===== config.mk =====
export PLATFORM = sky130hd
export DESIGN_NAME = budgeted_chunk_free_list
export DESIGN_NICKNAME = d
export VERILOG_FILES = /design/src/sv/bcfl_pkg.sv /design/src/sv/bcfl_ctrl.sv /design/src/sv/bcfl_dpath.sv /design/src/sv/budgeted_chunk_free_list.sv
export SDC_FILE = /design/constraint.sdc
export NUM_CORES = 2
export LEC_CHECK = 0
export BUFFER_PORTS_ARGS = -buffer_cell sky130_fd_sc_hd__buf_2
export CORE_UTILIZATION = 54
export CTS_BUF_LIST = sky130_fd_sc_hd__clkbuf_4 sky130_fd_sc_hd__clkbuf_8 sky130_fd_sc_hd__clkbuf_16
export DETAILED_ROUTE_END_ITERATION = 10
export PLACE_DENSITY = 0.74
export SLEW_MARGIN = 40
export SYNTH_ARGS = -nofsm -noshare
export SYNTH_HDL_FRONTEND = slang
export SYNTH_HIERARCHICAL = 1
export SYNTH_SLANG_ARGS = --single-unit

===== constraint.sdc =====
create_clock -name aclk -period 26.1 [get_ports aclk]
set_input_delay 5.22 -clock aclk [delete_from_list [all_inputs] [get_ports aclk]]
set_output_delay 5.22 -clock aclk [all_outputs]
set_load 0.005 [all_outputs]

===== src/sv/bcfl_pkg.sv =====
package bcfl_pkg;

    localparam int POOL_CHUNKS_DEF = 256;

    localparam int FUNC_W  = 2;
    localparam int ID_W    = 8;
    localparam int FIELD_W = 9;
    localparam int FAIL_W  = 32;
    localparam int CFG_W   = 9;
    localparam int STAT_W  = 2;

    localparam int S_TDATA_W = 24;
    localparam int M_TDATA_W = 64;

    localparam logic [FUNC_W-1:0] FN_ACQUIRE = 2'd0;
    localparam logic [FUNC_W-1:0] FN_RECYCLE = 2'd1;
    localparam logic [FUNC_W-1:0] FN_REFILL  = 2'd2;

    localparam logic [STAT_W-1:0] ST_OK      = 2'd0;
    localparam logic [STAT_W-1:0] ST_WAIT    = 2'd1;
    localparam logic [STAT_W-1:0] ST_REFUSED = 2'd2;
    localparam logic [STAT_W-1:0] ST_BAD_ID  = 2'd3;

    localparam logic [1:0] POL_DROP = 2'd0;
    localparam logic [1:0] POL_WAIT = 2'd1;
    localparam logic [1:0] POL_GROW = 2'd2;

    localparam logic CFG_IDX_BUDGET = 1'b0;
    localparam logic CFG_IDX_POLICY = 1'b1;

    localparam logic [CFG_W-1:0] BUDGET_RESET = 9'd256;

    // controller to datapath
    typedef struct packed {
        logic               load_in;
        logic               set_res;
        logic [STAT_W-1:0]  res_code;
        logic               pop;
        logic               grant_new;
        logic               fail;
        logic               push_cid;
        logic               fill_push;
        logic               out_load;
    } ctrl_cmd_t;

    // datapath to controller
    typedef struct packed {
        logic [FUNC_W-1:0]  func;
        logic               level_zero;
        logic               stack_full;
        logic               can_create;
        logic               cid_valid;
        logic               fill_go;
        logic               policy_wait;
        logic               out_free;
    } dp_stat_t;

endpackage


===== src/sv/bcfl_ctrl.sv =====
module bcfl_ctrl (
    input  logic                  aclk,
    input  logic                  aresetn,
    input  logic                  s_tvalid,
    output logic                  s_tready,
    input  bcfl_pkg::dp_stat_t    stat,
    output bcfl_pkg::ctrl_cmd_t   cmd
);

    typedef enum logic [1:0] {
        IDLE,
        EXEC,
        FILL,
        RESULT
    } state_t;

    state_t state_reg;
    state_t state_next;

    always_comb begin
        s_tready = (state_reg == IDLE) || ((state_reg == RESULT) && stat.out_free);
    end

    always_comb begin
        cmd        = '0;
        state_next = state_reg;
        unique case (state_reg)
            IDLE: begin
                if (s_tvalid) begin
                    cmd.load_in = 1'b1;
                    state_next  = EXEC;
                end
            end
            EXEC: begin
                cmd.set_res = 1'b1;
                cmd.res_code = bcfl_pkg::ST_OK;
                state_next  = RESULT;
                unique case (stat.func)
                    bcfl_pkg::FN_ACQUIRE: begin
                        priority if (!stat.level_zero) begin
                            cmd.pop = 1'b1;
                        end else if (stat.can_create) begin
                            cmd.grant_new = 1'b1;
                        end else begin
                            cmd.fail     = 1'b1;
                            cmd.res_code = stat.policy_wait ? bcfl_pkg::ST_WAIT
                                                            : bcfl_pkg::ST_REFUSED;
                        end
                    end
                    bcfl_pkg::FN_RECYCLE: begin
                        priority if (!stat.cid_valid) begin
                            cmd.res_code = bcfl_pkg::ST_BAD_ID;
                        end else if (stat.stack_full) begin
                            cmd.res_code = bcfl_pkg::ST_REFUSED;
                        end else begin
                            cmd.push_cid = 1'b1;
                        end
                    end
                    bcfl_pkg::FN_REFILL: begin
                        state_next = FILL;
                    end
                    default: begin
                        cmd.res_code = bcfl_pkg::ST_REFUSED;
                    end
                endcase
            end
            FILL: begin
                // one created chunk pushed per cycle
                if (stat.fill_go) begin
                    cmd.fill_push = 1'b1;
                end else begin
                    state_next = RESULT;
                end
            end
            RESULT: begin
                if (stat.out_free) begin
                    cmd.out_load = 1'b1;
                    if (s_tvalid) begin
                        cmd.load_in = 1'b1;
                        state_next  = EXEC;
                    end else begin
                        state_next = IDLE;
                    end
                end
            end
            default: begin
                state_next = IDLE;
            end
        endcase
    end

    always_ff @(posedge aclk) begin
        if (!aresetn) begin
            state_reg <= IDLE;
        end else begin
            state_reg <= state_next;
        end
    end

endmodule


===== src/sv/bcfl_dpath.sv =====
module bcfl_dpath #(
    parameter int POOL_CHUNKS = bcfl_pkg::POOL_CHUNKS_DEF
) (
    input  logic                                 aclk,
    input  logic                                 aresetn,
    input  logic [bcfl_pkg::S_TDATA_W-1:0]       s_tdata,
    input  logic [bcfl_pkg::FUNC_W-1:0]          s_tuser,
    output logic                                 m_tvalid,
    input  logic                                 m_tready,
    output logic [bcfl_pkg::M_TDATA_W-1:0]       m_tdata,
    output logic [bcfl_pkg::STAT_W-1:0]          m_tuser,
    input  logic                                 cfg_wr_en,
    input  logic                                 cfg_index,
    input  logic [bcfl_pkg::CFG_W-1:0]           cfg_wdata,
    input  bcfl_pkg::ctrl_cmd_t                  cmd,
    output bcfl_pkg::dp_stat_t                   stat
);

    localparam int CNT_W  = $clog2(POOL_CHUNKS + 1);
    localparam int ADDR_W = $clog2(POOL_CHUNKS);
    localparam int CMP_W  = (CNT_W > bcfl_pkg::FIELD_W) ? CNT_W : bcfl_pkg::FIELD_W;
    localparam logic [CNT_W-1:0] POOL_CNT = CNT_W'(POOL_CHUNKS);
    localparam int ID_W   = bcfl_pkg::ID_W;
    localparam int FLD_W  = bcfl_pkg::FIELD_W;
    localparam int FAIL_W = bcfl_pkg::FAIL_W;

    logic [ID_W-1:0] stack_mem [POOL_CHUNKS];

    logic [bcfl_pkg::CFG_W-1:0]  budget_reg;
    logic [1:0]                  policy_reg;

    logic [bcfl_pkg::FUNC_W-1:0] func_reg;
    logic [ID_W-1:0]             cid_reg;
    logic [FLD_W-1:0]            target_reg;

    logic [CNT_W-1:0]            level_reg;
    logic [CNT_W-1:0]            level_next;
    logic [CNT_W-1:0]            created_reg;
    logic [CNT_W-1:0]            created_next;
    logic [FAIL_W-1:0]           failed_reg;
    logic [FAIL_W-1:0]           failed_next;

    logic [ID_W-1:0]             rd_data_reg;
    logic [bcfl_pkg::STAT_W-1:0] res_status_reg;
    logic [ID_W-1:0]             res_granted_reg;
    logic                        from_mem_reg;

    logic                        m_tvalid_reg;
    logic [bcfl_pkg::M_TDATA_W-1:0] m_tdata_reg;
    logic [bcfl_pkg::STAT_W-1:0] m_tuser_reg;

    logic [ID_W-1:0]             new_id;
    logic [ADDR_W-1:0]           push_addr;
    logic [ADDR_W-1:0]           pop_addr;
    logic                        push_en;
    logic [ID_W-1:0]             push_data;
    logic [ID_W-1:0]             granted_out;
    logic                        full_now;
    logic                        create_ok;

    assign new_id    = ID_W'(created_reg);
    assign push_addr = level_reg[ADDR_W-1:0];
    assign pop_addr  = ADDR_W'(level_reg - CNT_W'(1));
    assign push_en   = cmd.push_cid || cmd.fill_push;
    assign push_data = cmd.push_cid ? cid_reg : new_id;

    assign full_now  = (level_reg >= POOL_CNT);
    assign create_ok = (created_reg < POOL_CNT)
                       && ((policy_reg == bcfl_pkg::POL_GROW)
                           || (CMP_W'(created_reg) < CMP_W'(budget_reg)));

    // status toward the controller
    always_comb begin
        stat.func        = func_reg;
        stat.level_zero  = (level_reg == '0);
        stat.stack_full  = full_now;
        stat.can_create  = create_ok;
        stat.cid_valid   = (CMP_W'(cid_reg) < CMP_W'(created_reg));
        stat.fill_go     = (CMP_W'(level_reg) < CMP_W'(target_reg))
                           && !full_now && create_ok;
        stat.policy_wait = (policy_reg == bcfl_pkg::POL_WAIT);
        stat.out_free    = !m_tvalid_reg || m_tready;
    end

    always_comb begin
        level_next   = level_reg;
        created_next = created_reg;
        failed_next  = failed_reg;
        if (cmd.pop) begin
            level_next = level_reg - CNT_W'(1);
        end
        if (push_en) begin
            level_next = level_reg + CNT_W'(1);
        end
        if (cmd.grant_new || cmd.fill_push) begin
            created_next = created_reg + CNT_W'(1);
        end
        if (cmd.fail && (failed_reg != '1)) begin
            failed_next = failed_reg + FAIL_W'(1);
        end
    end

    assign granted_out = from_mem_reg ? rd_data_reg : res_granted_reg;

    always_ff @(posedge aclk) begin
        if (push_en) begin
            stack_mem[push_addr] <= push_data;
        end
        if (cmd.pop) begin
            rd_data_reg <= stack_mem[pop_addr];
        end
    end

    always_ff @(posedge aclk) begin
        if (cmd.load_in) begin
            func_reg   <= s_tuser;
            cid_reg    <= s_tdata[ID_W-1:0];
            target_reg <= s_tdata[ID_W +: FLD_W];
        end
        if (cmd.set_res) begin
            res_status_reg  <= cmd.res_code;
            res_granted_reg <= cmd.grant_new ? new_id : '0;
        end
        if (cmd.out_load) begin
            m_tuser_reg <= res_status_reg;
            m_tdata_reg <= {6'd0, failed_reg, FLD_W'(created_reg), FLD_W'(level_reg),
                            granted_out};
        end
    end

    always_ff @(posedge aclk) begin
        if (!aresetn) begin
            budget_reg   <= bcfl_pkg::BUDGET_RESET;
            policy_reg   <= bcfl_pkg::POL_DROP;
            level_reg    <= '0;
            created_reg  <= '0;
            failed_reg   <= '0;
            from_mem_reg <= 1'b0;
            m_tvalid_reg <= 1'b0;
        end else begin
            if (cfg_wr_en) begin
                unique case (cfg_index)
                    bcfl_pkg::CFG_IDX_BUDGET: budget_reg <= cfg_wdata;
                    bcfl_pkg::CFG_IDX_POLICY: policy_reg <= cfg_wdata[1:0];
                    default: ;
                endcase
            end
            level_reg   <= level_next;
            created_reg <= created_next;
            failed_reg  <= failed_next;
            if (cmd.set_res) begin
                from_mem_reg <= cmd.pop;
            end
            if (cmd.out_load) begin
                m_tvalid_reg <= 1'b1;
            end else if (m_tready) begin
                m_tvalid_reg <= 1'b0;
            end
        end
    end

    assign m_tvalid = m_tvalid_reg;
    assign m_tdata  = m_tdata_reg;
    assign m_tuser  = m_tuser_reg;

endmodule


===== src/sv/budgeted_chunk_free_list.sv =====
// acquire, recycle and unknown ops: decode/stack access, then output load, which waits
// while the result side does not keep up
// refill: decode, then one stack write per cycle, then output load
// the result register lets the next word be accepted in the cycle the result is loaded
// aresetn (synchronous, active low) empties the stack, clears the counters, sets budget
// to 256 and policy to drop; stack storage is not cleared and needs no clearing pass
module budgeted_chunk_free_list #(
    parameter int POOL_CHUNKS = bcfl_pkg::POOL_CHUNKS_DEF
) (
    input  logic                                 aclk,
    input  logic                                 aresetn,
    input  logic                                 s_tvalid,
    output logic                                 s_tready,
    // chunk_id[7:0], fill_target[16:8], zero pad
    input  logic [bcfl_pkg::S_TDATA_W-1:0]       s_tdata,
    // func[1:0]
    input  logic [bcfl_pkg::FUNC_W-1:0]          s_tuser,
    output logic                                 m_tvalid,
    input  logic                                 m_tready,
    // granted_id[7:0], ready_now[16:8], created_now[25:17], failures_now[57:26], zero pad
    output logic [bcfl_pkg::M_TDATA_W-1:0]       m_tdata,
    // status[1:0]
    output logic [bcfl_pkg::STAT_W-1:0]          m_tuser,
    input  logic                                 cfg_wr_en,
    input  logic                                 cfg_index,
    input  logic [bcfl_pkg::CFG_W-1:0]           cfg_wdata
);

    bcfl_pkg::ctrl_cmd_t cmd;
    bcfl_pkg::dp_stat_t  stat;

    bcfl_ctrl u_ctrl (
        .aclk     (aclk),
        .aresetn  (aresetn),
        .s_tvalid (s_tvalid),
        .s_tready (s_tready),
        .stat     (stat),
        .cmd      (cmd)
    );

    bcfl_dpath #(
        .POOL_CHUNKS (POOL_CHUNKS)
    ) u_dpath (
        .aclk      (aclk),
        .aresetn   (aresetn),
        .s_tdata   (s_tdata),
        .s_tuser   (s_tuser),
        .m_tvalid  (m_tvalid),
        .m_tready  (m_tready),
        .m_tdata   (m_tdata),
        .m_tuser   (m_tuser),
        .cfg_wr_en (cfg_wr_en),
        .cfg_index (cfg_index),
        .cfg_wdata (cfg_wdata),
        .cmd       (cmd),
        .stat      (stat)
    );

endmodule

---- Word level (Yosys, flattened, before mapping) ----
Memory sizes are Yosys's and may differ from the RTL's. A register that Yosys moved wholly into a read port is not among the register bits.
Index checks and enable logic that the tools add are counted.
W data, S select, Z words.
storage, ports and cells
  bits in writable memories ............... 2048
  memories kept ........................... 1
  flip-flop bits (word level) ............. 154
  input port bits ......................... 41
  word-level logic and storage cells ...... 93
  output and inout bits ................... 68
operators by class
  equal/unequal tests ..................... 11
  multiplexer cells ....................... 36
  reductions and logical operators ........ 20
  bitwise gates (word level) .............. 1
  $add $sub $neg .......................... 4
  magnitude comparators ................... 5
memories
  memory             depth  bits a word  read ports  clocked after Yosys merged registers in  write ports  RTL line          RTL
  u_dpath.stack_mem  256    8            1           1                                        1            bcfl_dpath.sv:27  logic [ID_W-1:0] stack_mem [POOL_CHUNKS];
operators with widths
  cell                     number
  $add A32 B1 Y32 const B  1
  $ne A32 B32 Y1 const B   1
  $add A9 B1 Y9 const B    2
  $lt A9 B9 Y1             2
  $mux W1                  18
  $mux W2                  9
  $mux W9                  2
  $mux W8                  2
  $ge A9 B9 Y1 const B     1
  $logic_not A9 Y1         1
  $lt A8 B9 Y1             1
  $lt A9 B9 Y1 const B     1
  $sub A9 B1 Y9 const B    1
  $eq A2 B2 Y1 const B     4
  $pmux W2 S4              1
  $mux W7                  1
  $eq A2 B1 Y1 const B     3
  $pmux W2 S3              1
  $logic_and A1 B1 Y1      5
  $logic_or A1 B1 Y1       5
  $logic_not A2 Y1         2
  $ne A2 B2 Y1 const B     2
  $reduce_and A2 Y1        2
  $reduce_bool A2 Y1       2
  6 further kinds          7

---- Logic depth before layout (Yosys ltp) ----
  depth after elaboration ................. 10
  depth in mapped cells ................... 19
  depth with buffers taken out ............ 18

---- By module ----
Netlist, hierarchy kept.
modules (own cells, without submodules)
  module      area an instance (µm²)  times used  cells an instance  sequential area each (µm²)
  bcfl_dpath  85643.4                 1           3859               65673.0
  bcfl_ctrl   297.8                   1           40                 40.0

---- Worst setup path after synthesis ----
No wires, ideal clock.
  path type ............................... flip-flop to flip-flop
  start ................................... register u_dpath.created_reg[1]
  end ..................................... memory u_dpath.stack_mem[0][1] (data pin)
  slack ................................... 12025 ps
  clock period less this slack ............ 14075 ps
  setup time .............................. 2188 ps
  required time ........................... 23912 ps
  stages on the path, launching flop included .. 15
  arrival time ............................ 11886 ps
  buffers on the path ..................... 2
  cell sequence ........................... dfxtp_1 inv_1 ha_1 a21o_1 a21o_1 a21o_1 a21oi_1 nor2b_1 o21ai_0 a211o_1 nand2b_1 nor3_1 clkbuf_1 clkbuf_1 o21ai_0
RTL lines
  item                      RTL line           RTL
  start: declaration        bcfl_dpath.sv:38   logic [CNT_W-1:0] created_reg;
  start signal: assignment  bcfl_dpath.sv:149  created_reg <= created_next;
  end: declaration          bcfl_dpath.sv:27

==> flow_summary.ini <==
[floorplan]
rows = 146
die_x_um = 401
io_pins = 109
die-area_sq_mm = 0.161
core_sq_mm = 0.158
initial_core_util_pct = 54.3
dieHeight_um = 401

[route]
drtPass1Iterations = 7
wirelength_mm = 193
drt-initial-drc-count = 5552
drc = 0
avgRoutedWirePerCell_um = 30.6
via_per_inst = 6.51
ant_nets = 0
detailroute.via_count = 41081

[layout]
final_cell_mix = edfxtp_1 (2,145), mux4_2 (640), nor2_1 (227)
largest_register_ffs = 2048
mostFrequentLayoutCell = edfxtp_1
areaGrowthSynthToFinish_pct = 11.7
post-route-util_pct = 60.7
drive_gt1_share_pct = 29.3
fin_nets = 4133

[clocking]
cts_root_buf = clkbuf_16
cts_tree = yes
h-tree-depth = 4
clkSlewWorstSetupHoldPaths_ns = 0.06
cts-buffers-inserted = 207
clock_sinks = 2210
ctsHoldBuffers = 0
clkLatencyLatePin_ns = 0.84
cts_max_path_buffers = 3
ctsResizeCount = 0
cts_setup_buffers = 0

[sta]
rsz0062_at_grt = no
tightest_slew_ns = 0.868
drv_slew = 0
hold_violations = 0
finalSetupTns_ns = 0
timing.fmax_mhz = 88.3
fin_crit_ns = 11.33
setup_violations = 0
finClkSkew_ns = 0.0633
relSlewSlack_pct = 41.9
period_share_pct = 43.4

[synth]
yosysWarnings = 6
yosysUniqueCellTypes = 55
syn_area_per_cell_sq_um = 22.0
synth_edf_count = 2145
synthArstFlopShare_pct = 0
yosysSeqAreaShare_pct = 76.5
syn_area_sq_mm = 0.0859
ys_ff_latch = 2210
netlist_instances = 3899
synth_ff_type = edfxtp_1

[worst_setup_path]
path_cells = buf_2 -> nand2b_1 -> and2_2 -> or2_1 -> buf_2
crit_slowest_cell = nand2b_1
critPathRequiredTime_ns = 20.88
path_max_fanout = 3
cpPeakStageDelay_ns = 0.21
cpLargestDelayFamily = simple AND/OR/NAND/NOR gates
crit_path_end_kind = primary output
worstPathArrival_ns = 6.11
cp_common_cell = buf_2
cp.buffers_inverters = 2
start_kind = input pin
path_class = in -> out

[min_path]
min_path_type = reg -> reg

[grt]
grt_use_total_pct = 24.1
antenna_found_initial = 8
overflow = 0
grt_max_degree = 111
first_global_vias = 40575
grt_pass1_wl_mm = 281

[power]
leakagePower_nw = 29.3
power_mw = 9.86
powerDensity_mw_per_mm2 = 103
vdd.ir_drop.worst_v = 0.0000803

[placed_design]
place_congestion = 0.808
dp_hpwl_mm = 111
port_buffers = 95

[run]
maxCapViolations = 0

[run_status]
status = complete, no violations
power by group:
| group | total [mW] | switching, mW | leakage, nW | internal (mW) |
|---|---|---|---|---|
| Sequential | 4.07 | 0.0303 | 20.1 | 4.04 |
| Clock | 2.92 | 1.28 | 3.34 | 1.64 |
| Combinational | 2.87 | 1.64 | 5.84 | 1.23 |
synth_stat cells, types with 3 or more instances:
cell type  number  area (sq um)
nand3_1        36           180
nor2_1        278          1040
dfxtp_1        65          1300
a21boi_0       21           158
xor2_1         11          96.3
nor2b_1        13          81.3
o21ai_0        21           105
edfxtp_1     2145         64400
xnor2_1        35           307
and2_1         50           313
a22oi_1        40           300
buf_4          14           105
buf_2          46           230
a21o_1         13          97.6
o221ai_1        8          70.1
mux2_2          9           101
o211ai_1        3          22.5
ha_1           34           425
nand4_1        10          62.6
a21oi_1         5          25.0
and4_1          5          43.8
clkbuf_1      131           492
a221oi_1       18           158
or3_1           8          50.1
and3_1          7          43.8
inv_1          34           128
nand2b_1       14          87.6
nand2_1        94           353
buf_6          23           259
a22o_1         16           140
mux2i_1         3          30.0
mux4_2        640         14400
or4_1           3          22.5
buf_1           7          26.3
nor3_1         14          70.1
stage by stage:
step	cell area, sq um	std cells	hold slack (ns)	setup slack (ns)
after floorplan	86000	3904	0.400	12.03
after global placement	88600	5906	0.404	14.77
after detailed placement	89100	5918	0.409	14.77
after CTS	95700	6301	0.424	14.77
after global routing	95900	6305	0.427	14.75
final	96000	6308	0.430	14.77
cell families after synthesis:
logic type	Yosys count	synth area share, %
and+or+nand+nor	542	2.82
xor gates and xnor gates	46	0.469
DFF	2210	76.5
buffers and inverters	256	1.45
other	1	0.00436
muxes	652	16.9
AOI/OAI and AO/OA	158	1.38
adders and majority gates	34	0.495
routing by layer:
| metal | GRT usage (%) | vias up | routed length (um) |
|---|---|---|---|
| met4 | 7.97 | 12 | 6110 |
| met5 | 0 | - | 97 |
| met1 | 33.9 | 21804 | 73800 |
| li1 | - | 16601 | - |
| met3 | 5.03 | 356 | 18700 |
| met2 | 38.2 | 2308 | 94100 |
path summary, 6_finish.rpt:
path                                  to  cells past startpoint                 startpoint  slack, ns
hold reg to reg       u_dpath/m_tuser[0]                      0  u_dpath/res_status_reg[0]       0.43
hold / removal        u_dpath/m_tuser[0]                      0  u_dpath/res_status_reg[0]       0.43
setup reg to reg  u_dpath/rd_data_reg[7]                     12       u_dpath/level_reg[0]      20.16
setup / recovery                s_tready                      5                   m_tready      14.77
worst register-to-register path, cell delays in order (launching register included):
cell	delay, ns
dfxtp_4	0.63
inv_1	0.21
ha_4	0.58
buf_12	0.41
buf_4	0.70
buf_12	0.54
buf_16	0.41
mux4_2	0.49
mux4_2	0.46
a22oi_1	0.41
nand2_1	0.31
a22oi_1	0.33
o221ai_1	0.19
layout make-up:
cell class,instances,area [sq um]
Inverter,34,128
Fill cell,10508,62200
Antenna cell,4,10.0
Clock buffer,262,5670
Timing Repair Buffer,167,1420
Multi-Input combinational cell,1438,19400
Tap cell,2072,2590
Sequential cell,2210,65700
Clock inverter,121,986
No activity file was read; power rests on OpenSTA's default activity.
